[src/rtl/core/dbnd_pkg.sv]
// Shared types and constants for the disparity band nearest-depth core.
`timescale 1ns / 1ps
package dbnd_pkg;

   localparam int DispW  = 16;
   localparam int ColW   = 12;
   localparam int FocW   = 16;
   localparam int BaseW  = 20;
   localparam int WidthW = 13;
   localparam int DepthW = 20;
   localparam int LatW   = 21;
   localparam int CsrIdxW  = 2;
   localparam int CsrDataW = 20;
   localparam int DivNumW  = 37;
   localparam int DivDenW  = 25;

   localparam logic [CsrIdxW-1:0] RegFocal   = 2'd0;
   localparam logic [CsrIdxW-1:0] RegBase    = 2'd1;
   localparam logic [CsrIdxW-1:0] RegMinDisp = 2'd2;
   localparam logic [CsrIdxW-1:0] RegWidth   = 2'd3;

   localparam logic [DepthW-1:0] DepthMax = '1;

   typedef struct packed {
      logic signed [DispW-1:0] disparity_q4;
      logic [ColW-1:0]         column;
      logic                    column_end;
   } req_type;

   typedef struct packed {
      logic signed [LatW-1:0] lateral_mm;
      logic [DepthW-1:0]      depth_mm;
      logic [ColW-1:0]        point_column;
   } rsp_type;

   // queued item with its classification
   typedef struct packed {
      logic [DispW-2:0] disp_mag;
      logic [ColW-1:0]  column;
      logic             column_end;
      logic             pix_ok;
   } item_type;

endpackage

[src/rtl/core/dbnd_front.sv]
// Front end: accepts pixel items, classifies them and queues them.
`timescale 1ns / 1ps
module dbnd_front (
   input  logic                          clock,
   input  logic                          reset,
   input  logic                          req_valid,
   output logic                          req_ready,
   input  dbnd_pkg::req_type             req_data,
   input  logic signed [dbnd_pkg::DispW-1:0] min_disp,
   output logic                          q_valid,
   input  logic                          q_pop,
   output dbnd_pkg::item_type            q_item
);
   import dbnd_pkg::*;

   item_type  slot_ff [2];
   item_type  new_item;
   logic      rd_ptr_ff, rd_ptr_in, wr_ptr_ff, wr_ptr_in;
   logic [1:0] cnt_ff, cnt_in;
   logic      push, pop;

   // classify: positive and not below the minimum
   always_comb begin
      new_item.disp_mag   = req_data.disparity_q4[DispW-2:0];
      new_item.column     = req_data.column;
      new_item.column_end = req_data.column_end;
      new_item.pix_ok     = (req_data.disparity_q4 > 0) && (req_data.disparity_q4 >= min_disp);
   end

   assign req_ready = (cnt_ff != 2'd2);
   assign push      = req_valid && req_ready;
   assign q_valid   = (cnt_ff != 2'd0);
   assign pop       = q_pop && q_valid;
   assign q_item    = slot_ff[rd_ptr_ff];

   always_comb begin
      rd_ptr_in = rd_ptr_ff ^ pop;
      wr_ptr_in = wr_ptr_ff ^ push;
      cnt_in    = cnt_ff + 2'(push) - 2'(pop);
   end

   // advance queue pointers
   always_ff @(posedge clock) begin
      if (reset) begin
         rd_ptr_ff <= 1'b0;
         wr_ptr_ff <= 1'b0;
         cnt_ff    <= 2'd0;
      end else begin
         rd_ptr_ff <= rd_ptr_in;
         wr_ptr_ff <= wr_ptr_in;
         cnt_ff    <= cnt_in;
      end
   end

   // store item
   always_ff @(posedge clock) begin
      if (push) begin
         slot_ff[wr_ptr_ff] <= new_item;
      end
   end
endmodule

[src/rtl/core/dbnd_div.sv]
// Restoring divider, one quotient bit per cycle.
`timescale 1ns / 1ps
module dbnd_div (
   input  logic                             clock,
   input  logic                             reset,
   input  logic                             start,
   input  logic [dbnd_pkg::DivNumW-1:0]     dividend,
   input  logic [dbnd_pkg::DivDenW-1:0]     divisor,
   output logic                             done,
   output logic [dbnd_pkg::DivNumW-1:0]     quotient
);
   import dbnd_pkg::*;

   logic [DivNumW-1:0] quo_ff, quo_in;
   logic [DivDenW:0]   rem_ff, rem_in, rem_sh;
   logic [DivDenW-1:0] den_ff, den_in;
   logic [5:0]         cnt_ff, cnt_in;
   logic               busy_ff, busy_in, done_ff, done_in;
   logic               fits;

   assign rem_sh = {rem_ff[DivDenW-1:0], quo_ff[DivNumW-1]};
   assign fits   = rem_sh >= {1'b0, den_ff};

   always_comb begin
      quo_in  = quo_ff;
      rem_in  = rem_ff;
      den_in  = den_ff;
      cnt_in  = cnt_ff;
      busy_in = busy_ff;
      done_in = 1'b0;
      if (start) begin
         quo_in  = dividend;
         rem_in  = '0;
         den_in  = divisor;
         cnt_in  = 6'(DivNumW - 1);
         busy_in = 1'b1;
      end else if (busy_ff) begin
         rem_in = fits ? rem_sh - {1'b0, den_ff} : rem_sh;
         quo_in = {quo_ff[DivNumW-2:0], fits};
         cnt_in = cnt_ff - 6'd1;
         if (cnt_ff == 6'd0) begin
            busy_in = 1'b0;
            done_in = 1'b1;
         end
      end
   end

   always_ff @(posedge clock) begin
      if (reset) begin
         busy_ff <= 1'b0;
         done_ff <= 1'b0;
      end else begin
         busy_ff <= busy_in;
         done_ff <= done_in;
      end
      quo_ff <= quo_in;
      rem_ff <= rem_in;
      den_ff <= den_in;
      cnt_ff <= cnt_in;
   end

   assign done     = done_ff;
   assign quotient = quo_ff;
endmodule

[src/rtl/core/dbnd_back.sv]
// Back end: depth per pixel, nearest per column, offset and result register.
`timescale 1ns / 1ps
module dbnd_back (
   input  logic                              clock,
   input  logic                              reset,
   input  logic                              q_valid,
   output logic                              q_pop,
   input  dbnd_pkg::item_type                q_item,
   input  logic [dbnd_pkg::FocW-1:0]         focal,
   input  logic [dbnd_pkg::BaseW-1:0]        baseline,
   input  logic [dbnd_pkg::WidthW-1:0]       img_width,
   output logic                              rsp_valid,
   input  logic                              rsp_ready,
   output dbnd_pkg::rsp_type                 rsp_data
);
   import dbnd_pkg::*;

   typedef enum logic [2:0] {
      S_IDLE, S_DPREP, S_DDIV, S_END, S_LPREP, S_LDIV, S_OUT
   } state_type;

   state_type            state_ff;
   logic [35:0]          prod_ff;
   logic [DivDenW-1:0]   den_ff;
   logic [ColW-1:0]      col_ff;
   logic                 end_ff, neg_ff, has_ff;
   logic [DepthW-1:0]    best_ff;
   logic signed [LatW-1:0] lat_ff;
   logic                 rsp_valid_ff;
   rsp_type              rsp_ff;

   logic                 div_start, div_done;
   logic [DivNumW-1:0]   div_num, div_q;
   logic [DivDenW-1:0]   div_den;
   logic [DepthW-1:0]    depth_sat;
   logic signed [13:0]   off;
   logic [12:0]          mag;
   logic                 q_big_pos, q_big_neg;

   dbnd_div u_div (
      .clock    (clock),
      .reset    (reset),
      .start    (div_start),
      .dividend (div_num),
      .divisor  (div_den),
      .done     (div_done),
      .quotient (div_q)
   );

   assign div_start = (state_ff == S_DPREP) || (state_ff == S_LPREP && focal != '0);
   always_comb begin
      if (state_ff == S_DPREP) begin
         div_num = {1'b0, prod_ff} + DivNumW'(den_ff >> 1);
         div_den = den_ff;
      end else begin
         div_num = {1'b0, prod_ff[32:0], 3'b000} + DivNumW'(focal >> 1);
         div_den = DivDenW'(focal);
      end
   end

   assign depth_sat = (div_q[DivNumW-1:DepthW] != '0) ? DepthMax : div_q[DepthW-1:0];
   assign q_big_pos = (div_q[DivNumW-1:DepthW] != '0);
   assign q_big_neg = (div_q[DivNumW-1:LatW] != '0) ||
                      (div_q[DepthW] && (div_q[DepthW-1:0] != '0));

   // signed offset from the optical centre, doubled
   assign off = $signed({1'b0, col_ff, 1'b0}) - $signed({1'b0, img_width});
   assign mag = off[13] ? 13'(-off) : 13'(off);

   assign q_pop     = (state_ff == S_IDLE);
   assign rsp_valid = rsp_valid_ff;
   assign rsp_data  = rsp_ff;

   always_ff @(posedge clock) begin
      if (reset) begin
         state_ff     <= S_IDLE;
         has_ff       <= 1'b0;
         best_ff      <= '0;
         rsp_valid_ff <= 1'b0;
      end else begin
         // drop the result once taken, unless a new one is loaded this cycle
         if (rsp_valid_ff && rsp_ready && (state_ff != S_OUT)) begin
            rsp_valid_ff <= 1'b0;
         end
         unique case (state_ff)
            S_IDLE: begin
               if (q_valid) begin
                  prod_ff  <= 36'(focal * baseline);
                  den_ff   <= DivDenW'(q_item.disp_mag * 10'd1000);
                  col_ff   <= q_item.column;
                  end_ff   <= q_item.column_end;
                  state_ff <= q_item.pix_ok ? S_DPREP : S_END;
               end
            end
            S_DPREP: state_ff <= S_DDIV;
            S_DDIV: begin
               if (div_done) begin
                  // keep strictly nearer depth
                  if (!has_ff || depth_sat < best_ff) begin
                     best_ff <= depth_sat;
                     has_ff  <= 1'b1;
                  end
                  state_ff <= S_END;
               end
            end
            S_END: begin
               if (!end_ff) begin
                  state_ff <= S_IDLE;
               end else if (!has_ff) begin
                  best_ff  <= '0;
                  state_ff <= S_IDLE;
               end else begin
                  neg_ff   <= off[13];
                  prod_ff  <= 36'(mag * best_ff);
                  state_ff <= S_LPREP;
               end
            end
            S_LPREP: begin
               if (focal == '0) begin
                  lat_ff   <= '0;
                  state_ff <= S_OUT;
               end else begin
                  state_ff <= S_LDIV;
               end
            end
            S_LDIV: begin
               if (div_done) begin
                  if (neg_ff) begin
                     lat_ff <= q_big_neg ? LatW'(21'sh100000) : -$signed(div_q[LatW-1:0]);
                  end else begin
                     lat_ff <= q_big_pos ? LatW'(21'sh0FFFFF) : $signed(div_q[LatW-1:0]);
                  end
                  state_ff <= S_OUT;
               end
            end
            S_OUT: begin
               // hold until the result register is free
               if (!rsp_valid_ff || rsp_ready) begin
                  rsp_ff.lateral_mm   <= lat_ff;
                  rsp_ff.depth_mm     <= best_ff;
                  rsp_ff.point_column <= col_ff;
                  rsp_valid_ff        <= 1'b1;
                  best_ff             <= '0;
                  has_ff              <= 1'b0;
                  state_ff            <= S_IDLE;
               end
            end
            default: state_ff <= S_IDLE;
         endcase
      end
   end
endmodule

[src/rtl/core/disparity_band_nearest_depth_core.sv]
// A valid pixel holds the back end for a depth division on the 37-step serial divider; an
// invalid one skips it. A column end with a point adds the offset division, skipped when
// focal is zero. Both divisions share one serial divider, so the back end takes a new item
// only once it is through with the last, and it waits for rsp_ready to free the result
// register. Reset (synchronous, active high) restores register defaults and clears the
// column state. A two-item queue lets the input side run ahead of the divider.
`timescale 1ns / 1ps
module disparity_band_nearest_depth_core (
   input  logic                              clock,
   input  logic                              reset,
   input  logic                              req_valid,
   output logic                              req_ready,
   input  dbnd_pkg::req_type                 req_data,
   output logic                              rsp_valid,
   input  logic                              rsp_ready,
   output dbnd_pkg::rsp_type                 rsp_data,
   input  logic                              csr_valid,
   output logic                              csr_ready,
   input  logic [dbnd_pkg::CsrIdxW-1:0]      csr_index,
   input  logic [dbnd_pkg::CsrDataW-1:0]     csr_wdata
);
   import dbnd_pkg::*;

   logic [FocW-1:0]          focal_ff;
   logic [BaseW-1:0]         base_ff;
   logic signed [DispW-1:0]  min_disp_ff;
   logic [WidthW-1:0]        width_ff;
   logic                     q_valid, q_pop;
   item_type                 q_item;

   assign csr_ready = 1'b1;

   // write configuration registers
   always_ff @(posedge clock) begin
      if (reset) begin
         focal_ff    <= 16'd8000;
         base_ff     <= 20'd100000;
         min_disp_ff <= '0;
         width_ff    <= 13'd640;
      end else if (csr_valid) begin
         unique case (csr_index)
            RegFocal:   focal_ff    <= csr_wdata[FocW-1:0];
            RegBase:    base_ff     <= csr_wdata[BaseW-1:0];
            RegMinDisp: min_disp_ff <= $signed(csr_wdata[DispW-1:0]);
            RegWidth:   width_ff    <= csr_wdata[WidthW-1:0];
            default: ;
         endcase
      end
   end

   dbnd_front u_front (
      .clock     (clock),
      .reset     (reset),
      .req_valid (req_valid),
      .req_ready (req_ready),
      .req_data  (req_data),
      .min_disp  (min_disp_ff),
      .q_valid   (q_valid),
      .q_pop     (q_pop),
      .q_item    (q_item)
   );

   dbnd_back u_back (
      .clock     (clock),
      .reset     (reset),
      .q_valid   (q_valid),
      .q_pop     (q_pop),
      .q_item    (q_item),
      .focal     (focal_ff),
      .baseline  (base_ff),
      .img_width (width_ff),
      .rsp_valid (rsp_valid),
      .rsp_ready (rsp_ready),
      .rsp_data  (rsp_data)
   );
endmodule
[config.mk]
export PLATFORM = sky130hd
export DESIGN_NAME = disparity_band_nearest_depth_core
export DESIGN_NICKNAME = d
export VERILOG_FILES = /design/src/rtl/core/dbnd_pkg.sv /design/src/rtl/core/dbnd_front.sv /design/src/rtl/core/dbnd_div.sv /design/src/rtl/core/dbnd_back.sv /design/src/rtl/core/disparity_band_nearest_depth_core.sv
export SDC_FILE = /design/constraint.sdc
export NUM_CORES = 2
export LEC_CHECK = 0
export BUFFER_PORTS_ARGS = -buffer_cell sky130_fd_sc_hd__buf_2
export CAP_MARGIN = 20
export CELL_PAD_IN_SITES_DETAIL_PLACEMENT = 1
export CELL_PAD_IN_SITES_GLOBAL_PLACEMENT = 1
export CORE_UTILIZATION = 44
export DETAILED_ROUTE_END_ITERATION = 8
export GPL_TIMING_DRIVEN = 0
export PLACE_DENSITY_LB_ADDON = 0.1
export SYNTH_ARGS = -nofsm -noshare
export SYNTH_HDL_FRONTEND = slang
export SYNTH_SLANG_ARGS = --single-unit
[constraint.sdc]
create_clock -name clock -period 7.7 [get_ports clock]
set_clock_uncertainty 0.2 [all_clocks]
set_input_delay 0.385 -clock clock [delete_from_list [all_inputs] [get_ports clock]]
set_output_delay 0.385 -clock clock [all_outputs]
set_load 0.005 [all_outputs]
==> results.md <==
* Status: complete, but fails checks
* Failing checks: negative setup slack
* Syn-to-layout area delta at 15.51%
* Final non-filler cell area at 0.04754 mm^2
* Routability-driven placement congestion ratio at 0.9448
* Seq/Total Area, Yosys at 25.59%
* Crit path kind: flip-flop to flip-flop
* Setup Viol. Count Final at 19
* Routed wire per std cell at 23.37 um
* Syn nets at 5,378
* Layout Cells excl Fill at 6,037
* Cell Count Post-Placement at 5,836
* First-pass GRT wire length at 215,200 um
* TritonCTS clock tree: yes
* Slew @ Worst Pin at 1.146 ns
* Total Routed Length at 141,100 um
* Die area at 0.09477 mm^2
* Number of synthesized flops with an enable pin at 266
* CTS clk-pin slew, worst paths at 0.06 ns
* Vias in the first global route at 35,110
* Syn Inst Count at 4,469
* Mapped Area at 0.04116 mm^2
* Via density at 5.517
* Placed cell areas at 0.04375 mm^2
* I/O pins at 112
* Input/output buffers at 108
* CP required at 7.82 ns
* RSZ-0062 raised after global routing: yes
* Row Count at 111
* Die Y-Extent at 307.8 um
* Antenna violations before repair at 5
* Final Critical Period at 8.722 ns
* Synthesis-stage register bit count at 393
* Pre-antenna DRT Iters at 5
* Starting DRT DRC Count at 2,229
* Critical Path Max Stage Delay at 0.57 ns
* Largest net degree at the start of global routing at 38
* Synth warn at 0
* Slew Limit Fails at 0
* Clock buffer depth at 3
* Dpl ws at -2.087 ns
* Initial Util at 44.63%
* Clk_lat worst skew at 0.61 ns
* Ys flop type: edfxtp_1
* Post-synth top cells: 723 x inv_1, 696 x nand2_1, 502 x fa_1
* # DRC at 0
* Crit Path Max Fanout at 3
* H-tree levels at 2
* Fin crit share at 113.3%
* Unique masters post-synth at 87
* Avg Synthesized Cell Area at 9.209 um^2
* Fmax at 114.7 MHz
* Antenna Nets Post-Route at 0
* Root Driver: clkbuf_16
* Slew headroom at 23.58%
* Core area at 0.09222 mm^2
* HPWL after detailed placement at 112,000 um
* Tot GR Track Use at 30.23%
* Worst setup margin at -1.022 ns
* Gr ovfl total at 0
* Total CTS buffers at 47
* Layout cells sized above 1 at 12.32%
* Crit path DAT at 8.85 ns
* Crit. End Element: flip-flop
* Dominant cells by area after synthesis: fa_1 24%, edfxtp_1 19%, ha_1 11%
* Synth area leader: fa_1
* Hold crit path type: primary input to flip-flop
* Count leader, synth: inv_1
* Slowest-stage cell, CP: fa_1
* Crit start category: flip-flop
* Vias at 33,310
* Async SR Flop Fraction at 0%
* Die width at 307.8 um
* Final core occ at 51.55%
* Max Cap Violations at 0
* Final nets at 5,660
* Final Hold Viols at 0
* Clock sink total at 393
* Synth top area share at 24.42%
metrics by stage:
stage | hold WS (ns) | TNS [ns]
finish | 0.05930 | -12.04
global route | 0.05781 | -17.58
CTS | 0.01515 | -11.76
detailed placement | 0.2063 | -35.19
global placement | 0.2033 | -32.33
floorplan | 0.2003 | -0.04637
registers in the layout (all words and copies together), names as in the netlist, 3 cells and up:
signal	cells
min_disp_ff	16
base_ff	20
u_back.best_ff	20
focal_ff	16
u_back.prod_ff	36
u_back.u_div.rem_ff	25
u_back.state_ff	3
u_back.u_div.cnt_ff	6
width_ff	13
u_back.col_ff	12
u_back.den_ff	22
u_back.lat_ff	21
u_back.u_div.quotient	37
u_front.slot_ff	58
u_back.rsp_data	53
u_back.u_div.den_ff	25
placed cells by master (no fill, tap or decap), types with 23 or more instances in the layout:
cell	synthesis	routed
buf_2	8	124
clkbuf_1	186	123
nand3b_1	23	23
xnor2_1	114	94
o2bb2ai_1	23	23
o21ai_0	146	127
dlygate4sd3_1	0	50
ha_1	351	331
o21a_1	35	35
xor2_1	53	48
a21o_1	49	49
clkbuf_2	0	27
dfxtp_1	127	98
a21oi_1	242	223
mux2_2	25	25
and2_1	161	161
nand2_1	696	691
nand3_1	54	50
inv_1	723	707
edfxtp_1	266	266
nor3_1	48	46
clkbuf_16	0	48
fa_1	502	493
nor2_1	231	220
buf_4	2	67
nor2b_1	28	25
nand2b_1	25	25
cell type report:
cell class	instances	area, um^2
Buffer	192	968.4
Tap cell	1243	1555
Inverter	724	2718
Antenna cell	4	10.01
Timing Repair Buffer	243	1879
Multi-Input combinational cell	3150	28250
Fill cell	10630	44680
Sequential cell	393	10600
Clock buffer	62	1274
Clock inverter	26	289.0
repair_timing:
item | 4_1_cts | 5_1_grt
gates cloned | 1 | 0
setup buffers | 52 | 21
resized for setup | 199 | 185
pin swaps | 75 | 66
hold buffers | 50 | 0
endpoints found under the hold margin | 124 | 0
endpoints found under the setup margin | 30 | 27
final timing paths:
check,start,cells past startpoint,end,slack [ns]
worst max-delay path,u_back.col_ff[0]$_DFFE_PP_,37,u_back.prod_ff[22]$_DFFE_PP_,-1.02
worst min-delay path,csr_index[1],4,focal_ff[15]$_SDFFE_PP0P_,0.06
worst max register to register,u_back.col_ff[0]$_DFFE_PP_,37,u_back.prod_ff[22]$_DFFE_PP_,-1.02
worst min register to register,u_back.lat_ff[10]$_SDFFCE_PN0P_,0,u_back.rsp_data[42]$_DFFE_PP_,0.22
cell families after synthesis:
kind of cell | share of synthesized area [%]
and+or+nand+nor | 15.53
buffers and inverters | 8.506
adders and majority gates | 35.09
AOI/OAI and AO/OA | 10.74
DFF | 25.59
xor gates and xnor gates | 3.593
muxes | 0.9516
other | 0.009111
routing by layer:
layer  track usage, %  up-vias  share of wire, %
li1                 -    15080                 -
met1            43.02    17040                45
met2            48.44      980                46
met3            3.627      202               6.5
met4            8.435        4               2.9
met5                0        -             0.017
worst max-delay path: cells and delay by family, from the launching register on:
| family | cells | cell delay (ns) |
|---|---|---|
| fa+ha+maj | 7 | 3.26 |
| compound gates | 10 | 1.37 |
| simple gates | 6 | 1.22 |
| buf+inv | 11 | 1.20 |
| xor+xnor | 3 | 0.65 |
| flops | 1 | 0.48 |
Power is not shown: default switching activity piles up to over one toggle a cycle in this logic, so the estimate is an artifact.
